[config.mk]
export PLATFORM = sky130hd
export DESIGN_NAME = i2ctc_div_pipe
export DESIGN_NICKNAME = d
export VERILOG_FILES = /design/src/rtl/i2ctc_pkg.sv /design/src/rtl/i2ctc_div_pipe.sv
export SDC_FILE = /design/constraint.sdc
export NUM_CORES = 2
export LEC_CHECK = 0
export ABC_AREA = 0
export BUFFER_PORTS_ARGS = -buffer_cell sky130_fd_sc_hd__buf_2
export CAP_MARGIN = 20
export CORE_MARGIN = 4
export CORE_UTILIZATION = 50
export DETAILED_ROUTE_END_ITERATION = 10
export GPL_ROUTABILITY_DRIVEN = 0
export GPL_TIMING_DRIVEN = 0
export MAX_ROUTING_LAYER = met4
export PLACE_DENSITY_LB_ADDON = 0.15
export RECOVER_POWER = 25
export SLEW_MARGIN = 20
export SYNTH_ARGS = -nofsm -noshare
export SYNTH_HDL_FRONTEND = slang
export SYNTH_SLANG_ARGS = --single-unit
export TNS_END_PERCENT = 100
[constraint.sdc]
create_clock -name clk -period 5.9 [get_ports clk]
set_input_delay 0.59 -clock clk [delete_from_list [all_inputs] [get_ports clk]]
set_output_delay 0.59 -clock clk [all_outputs]
set_load 0.05 [all_outputs]
[src/rtl/i2ctc_pkg.sv]
package i2ctc_pkg;

	localparam int RATE_W = 20;
	localparam int CLK_W  = 27;
	localparam int DIV_W  = 28;
	localparam int DEN_W  = 20;

	localparam logic [CLK_W-1:0] CLK_RESET = 27'd8000000;

	localparam int FMP_RATE = 400000;
	localparam int FM_RATE  = 100000;

	localparam int MUL_LOW  = 21;
	localparam int MUL_HIGH = 11;
	localparam int HIGH_RND = 31;
	localparam int NS_SCALE = 68;

	localparam int K_HOLD      = 300;
	localparam int K_FMP_SETUP = 50;
	localparam int K_FM_SETUP  = 100;
	localparam int K_SM_SETUP  = 250;

	localparam int LOW_MAX   = 256;
	localparam int LOW_SH    = $clog2(LOW_MAX);
	localparam int SETUP_MAX = 16;
	localparam int HOLD_MAX  = 15;
	localparam int PRESC_MAX = 16;

	localparam logic [1:0] MODE_SM  = 2'd0;
	localparam logic [1:0] MODE_FM  = 2'd1;
	localparam logic [1:0] MODE_FMP = 2'd2;

	typedef struct packed {
		logic [RATE_W-1:0] rate;
		logic [1:0]        mode;
		logic [4:0]        presc;
		logic              err;
	} side_t;

endpackage

[src/rtl/i2ctc_div_pipe.sv]
module i2ctc_div_pipe
	import i2ctc_pkg::*;
(
	input  logic             clk,
	input  logic             arst_n,
	input  logic             en,
	input  logic             in_valid,
	input  logic [DIV_W-1:0] in_num,
	input  logic [DEN_W-1:0] in_den,
	input  side_t            in_side,
	output logic             out_valid,
	output logic [DIV_W-1:0] out_quo,
	output side_t            out_side
);

	logic             v_s    [DIV_W];
	logic [DIV_W-1:0] num_s  [DIV_W];
	logic [DEN_W-1:0] rem_s  [DIV_W];
	logic [DEN_W-1:0] den_s  [DIV_W];
	side_t            side_s [DIV_W];

	logic [DIV_W-1:0] num_c [DIV_W];
	logic [DEN_W-1:0] rem_c [DIV_W];

	// one quotient bit per stage, the numerator register shifts the quotient in
	always_comb begin
		logic [DEN_W:0]   t;
		logic [DIV_W-1:0] pn;
		logic [DEN_W-1:0] pr;
		logic [DEN_W-1:0] pd;
		logic             ge;
		for (int i = 0; i < DIV_W; i++) begin
			pn = (i == 0) ? in_num : num_s[(i == 0) ? 0 : i - 1];
			pr = (i == 0) ? '0 : rem_s[(i == 0) ? 0 : i - 1];
			pd = (i == 0) ? in_den : den_s[(i == 0) ? 0 : i - 1];
			t  = {pr, pn[DIV_W-1]};
			ge = (t >= {1'b0, pd});
			rem_c[i] = ge ? DEN_W'(t - {1'b0, pd}) : t[DEN_W-1:0];
			num_c[i] = {pn[DIV_W-2:0], ge};
		end
	end

	always_ff @(posedge clk or negedge arst_n) begin
		if (!arst_n) begin
			for (int i = 0; i < DIV_W; i++) v_s[i] <= 1'b0;
		end else if (en) begin
			v_s[0] <= in_valid;
			for (int i = 1; i < DIV_W; i++) v_s[i] <= v_s[i-1];
		end
	end

	always_ff @(posedge clk) begin
		if (en) begin
			for (int i = 0; i < DIV_W; i++) begin
				num_s[i] <= num_c[i];
				rem_s[i] <= rem_c[i];
			end
			den_s[0]  <= in_den;
			side_s[0] <= in_side;
			for (int i = 1; i < DIV_W; i++) begin
				den_s[i]  <= den_s[i-1];
				side_s[i] <= side_s[i-1];
			end
		end
	end

	assign out_valid = v_s[DIV_W-1];
	assign out_quo   = num_s[DIV_W-1];
	assign out_side  = side_s[DIV_W-1];

endmodule

# After elaboration in Yosys (flattened, before gate mapping)
# Memories as Yosys holds them, arrays and structs flattened.
# Index checks and enable logic that the tools add are counted.
# op_classes
n_addsub,28
n_lt_le_gt_ge,28
mux,30
# op_table
operator,count
$ge A21 B20 Y1,27
$mux W20,28
$sub A20 B20 Y20,27
$ge A1 B20 Y1,1
$sub A1 B20 Y20,1
$mux W1,2
# totals
ff_bits,28
memories,4
ram_bits,2688
inputBits,80
# mem_list
name,words,width,read_ports,rd_clocked_by_memory_dff,wr,line,text
num_s,28,28,28,0,28,i2ctc_div_pipe.sv:17,logic [DIV_W-1:0] num_s [DIV_W];
side_s,28,28,28,0,28,i2ctc_div_pipe.sv:20,side_t side_s [DIV_W];
den_s,28,20,27,0,28,i2ctc_div_pipe.sv:19,logic [DEN_W-1:0] den_s [DIV_W];
rem_s,28,20,27,0,28,i2ctc_div_pipe.sv:18,logic [DEN_W-1:0] rem_s [DIV_W];

# Depth between registers and ports, before layout
# logic_depth
word_depth,2
ltp_mapped,14
depth_no_buf,12

# Least setup slack after synthesis
# Ideal clock, no wire load.
# synth_path
kind,reg-to-reg
startpoint,memory rem_s[10][7] (netlist: rem_s[0][207])
endpoint,memory rem_s[11][2] (netlist: rem_s[0][222]) (data pin)
stages_incl_launch_ff,12
required_time_ps,5640
path_slack_ps,2765
arrival_ps,2875
setup_ps,260
cell_sequence,edfxtp_1 > ha_1 > a21oi_1 > o21ai_1 > or3_1 > o22ai_2 > o22ai_2 > a221oi_4 > a21oi_2 > a2111oi_4 > buf_6 > mux2_4
# synth_lines
element,line
start: declaration,i2ctc_div_pipe.sv:18

# Worst setup path after layout
# layout_path
startpoint,input en
endpoint,register v_s[25] in the netlist's numbering
# layout_lines
element,line,text
start: declaration,i2ctc_div_pipe.sv:6,"input logic en,"
end: declaration,i2ctc_div_pipe.sv:16,logic v_s [DIV_W];
# No word-level cell between the ends.

==> qor.yml <==
power:
  switching_share: 0.308
  p_int_uw: 45100
  p_switching_uw: 20100
  total_leakage_power_uw: 0.0493
  p_seq_frac: 0.411
  ir_worst_vdd_mv: 0.278
  clkPwrFrac: 0.270
  power_density_nw_per_um2: 505
  comb_power_share: 0.319
hold_path:
  hold_end: "side_s[0][20]$_DFFE_PP_"
  min_path_type: "input port to flop"
  hold_start: "en"
  hold_depth: 1
clock_network:
  worstSkewPairLatency_ns: 0.91
  clk_pin_slew_ns: 0.05
  cts_setup_buffers: 0
  htreeDepth: 5
  ctsResizeCount: 0
  clock-sinks: 2676
  cts_root_buf: "clkbuf_16"
  cts_tree: "done"
  cts_buffers: 303
  hold_buffers: 78
  clockBufferDepth: 4
sta:
  fin_crit_sh: 0.799
  max_slew_margin: 0.315
  fin_setup_tns_ns: 0
  setup-violations-final: 0
  holdWs_ns: 0.147
  tightest_slew_ns: 1.02
  rsz0062_at_grt: "false"
  slew_violations: 0
  final_hold_viol_count: 0
  fin_crit_ns: 4.71
  fin_skew_ns: 0.0849
  max_freq_ghz: 0.212
grt:
  antenna_found_initial: 2
  grt_pass1_wl_um: 324000
  grt_max_degree: 153
  grt_usage: 0.175
  grt_pass1_vias: 60800
  grt_overflow_total: 0
job:
  maxCapViolCount: 0
setup_path:
  crit_arrival_ns: 5.47
  r2r-end: "rem_s[1][158]$_DFFE_PP_"
  reg2reg_slack_ns: 1.68
  path_class: "input port to flop"
  critPathMaxFanout: 150
  endpoint_kind: "flop"
  r2r-start: "den_s[1][121]$_DFFE_PP_"
  startpoint_type: "input port"
  critPathLaunch: "en"
  cp.required_ns: 6.66
  rr_worst_depth: 12
yosys:
  synthTopCellsByArea: "edfxtp_1, ha_1, mux2_2"
  synth_nets: 8274
  synth_top_cells_by_count: "edfxtp_1, inv_1, ha_1"
  synth.avg_cell_area_um2: 15.0
  synth.largest_area_cell: "edfxtp_1"
  synth.distinct_cells: 93
  synthArstFlopShare: 0.0105
  yosysMostFrequentCell: "edfxtp_1"
  ys.flop_type: "edfxtp_1"
  netlist_instances: 7626
  synth.cell_area_um2: 114000
  synth_edf_count: 2648
  synth_top_area_share: 0.696
  ys_warn_count: 0
  synth-seq-area-share: 0.703
  synth_seq_cells: 2676
detailed_routing:
  totalWireLength_um: 203000
  viasPerCell: 5.38
  drtIter0Drc: 4752
  top_layer: "met4"
  drc: 0
  wl_met3_um: 9610
  drt-met1-wl_um: 90100
  dr.pass1.iters: 7
  wire_per_inst_um: 17.9
  routed-via-count: 61300
  ant_nets: 0
  route.met2.wl_um: 96600
finish:
  final_util: 0.569
  fillers: 17800
  design_area_um2: 129000
  final_nets: 8812
  synthToLayoutAreaGrowth_pct: 13.2
  drive_gt1_frac: 0.121
placement:
  place_area_um2: 119000
  io_buffer_count: 136
  dpl.hpwl_um: 138000
die:
  die_x_um: 486
  start_util: 0.502
  core_um2: 227000
  ioPinCount: 137
  row_count: 175
  fp.dieArea_um2: 236000
  dieHeight_um: 486
run_status:
  outcome: "finished, final reports clean"
-- flip-flops by register name, summed over array words and instances (netlist names) --
| signal | flops |
|---|---|
| den_s | 540 |
| num_s | 784 |
| out_valid | 1 |
| rem_s | 540 |
| side_s | 784 |
| v_s | 27 |
-- placed cells by master (no fill, tap or decap), types with 128 or more instances in the layout --
| cell | netlist | routed |
|---|---|---|
| mux2_2 | 276 | 276 |
| ha_1 | 542 | 542 |
| xor2_1 | 128 | 128 |
| clkbuf_16 | 0 | 312 |
| xnor2_1 | 247 | 247 |
| inv_1 | 710 | 710 |
| clkbuf_1 | 61 | 138 |
| nor2_1 | 427 | 427 |
| edfxtp_1 | 2648 | 2648 |
| a21o_1 | 155 | 155 |
| o21ai_0 | 306 | 306 |
| nand2_1 | 297 | 297 |
| a21oi_1 | 464 | 464 |
-- worst max-delay path by stage --
stage,to,slack [ns],cells past startpoint
after floorplan,rem_s[0][222]$_DFFE_PP_,2.77,11
after global placement,side_s[6][103]$_DFFE_PP_,-37.51,1
after detailed placement,v_s[19]$_DFFE_PN0P_,0.19,9
after CTS,v_s[19]$_DFFE_PN0P_,1.20,9
after global routing,v_s[12]$_DFFE_PN0P_,0.87,9
final,v_s[25]$_DFFE_PN0P_,1.19,9
-- logic make-up (layout without fill, tap and decap cells) --
group / after synthesis / after routing / share of synthesized area
buffers and inverters: 869 / 1621 / 0.0315
DFF: 2676 / 2676 / 0.703
adders and majority gates: 568 / 568 / 0.0640
AOI/OAI and AO/OA: 1435 / 1435 / 0.0806
other: 0 / 1 / 0
and+or+nand+nor: 1348 / 1348 / 0.0569
muxes: 355 / 355 / 0.0357
xor gates and xnor gates: 375 / 375 / 0.0288
-- critical path, cell delays in order --
cell and delay [ns]:
buf_12 0.36, buf_16 0.44, buf_16 0.49, buf_16 0.51, buf_16 0.58, buf_16 0.45
clkbuf_1 0.46, clkbuf_1 0.48, mux2_2 0.40
-- through the flow --
step,power (µW),setup WS [ns],instances
2_1_floorplan,42200,2.77,7626
3_3_place_gp,48500,-37.51,10800
3_5_place_dp,47600,0.194,10800
4_1_cts,65800,1.20,11400
5_1_grt,69200,0.867,11400
6_report,65200,1.19,11400
-- per-layer routing --
metal | global-route usage | vias up
met5 | - | -
met4 | 0.0625 | 0
met3 | 0.0268 | 478
met2 | 0.279 | 1493
met1 | 0.230 | 29700
li1 | - | 29600
-- power by group through the flow --
stage          combinational, µW  sequential, µW  clock, µW
2_1_floorplan              15800           26400          0
3_3_place_gp               19800           28700          0
3_5_place_dp               20400           27200          0
4_1_cts                    20600           26900      18300
5_1_grt                    22900           27100      19100
6_report                   20800           26800      17600
-- final cells by class --
class | count | area, µm² | share of cell area
Sequential cell | 2676 | 80200 | 0.621
Timing Repair Buffer | 233 | 1970 | 0.0152
Buffer | 157 | 923 | 0.00714
Tap cell | 3009 | 3760 | 0.0291
Multi-Input combinational cell | 4081 | 30400 | 0.235
Clock buffer | 365 | 8040 | 0.0622
Clock inverter | 154 | 1300 | 0.0100
Antenna cell | 1 | 2.50 | 0.0000194
Inverter | 712 | 2670 | 0.0207
Note: power is estimated with default switching activity, not from simulation.
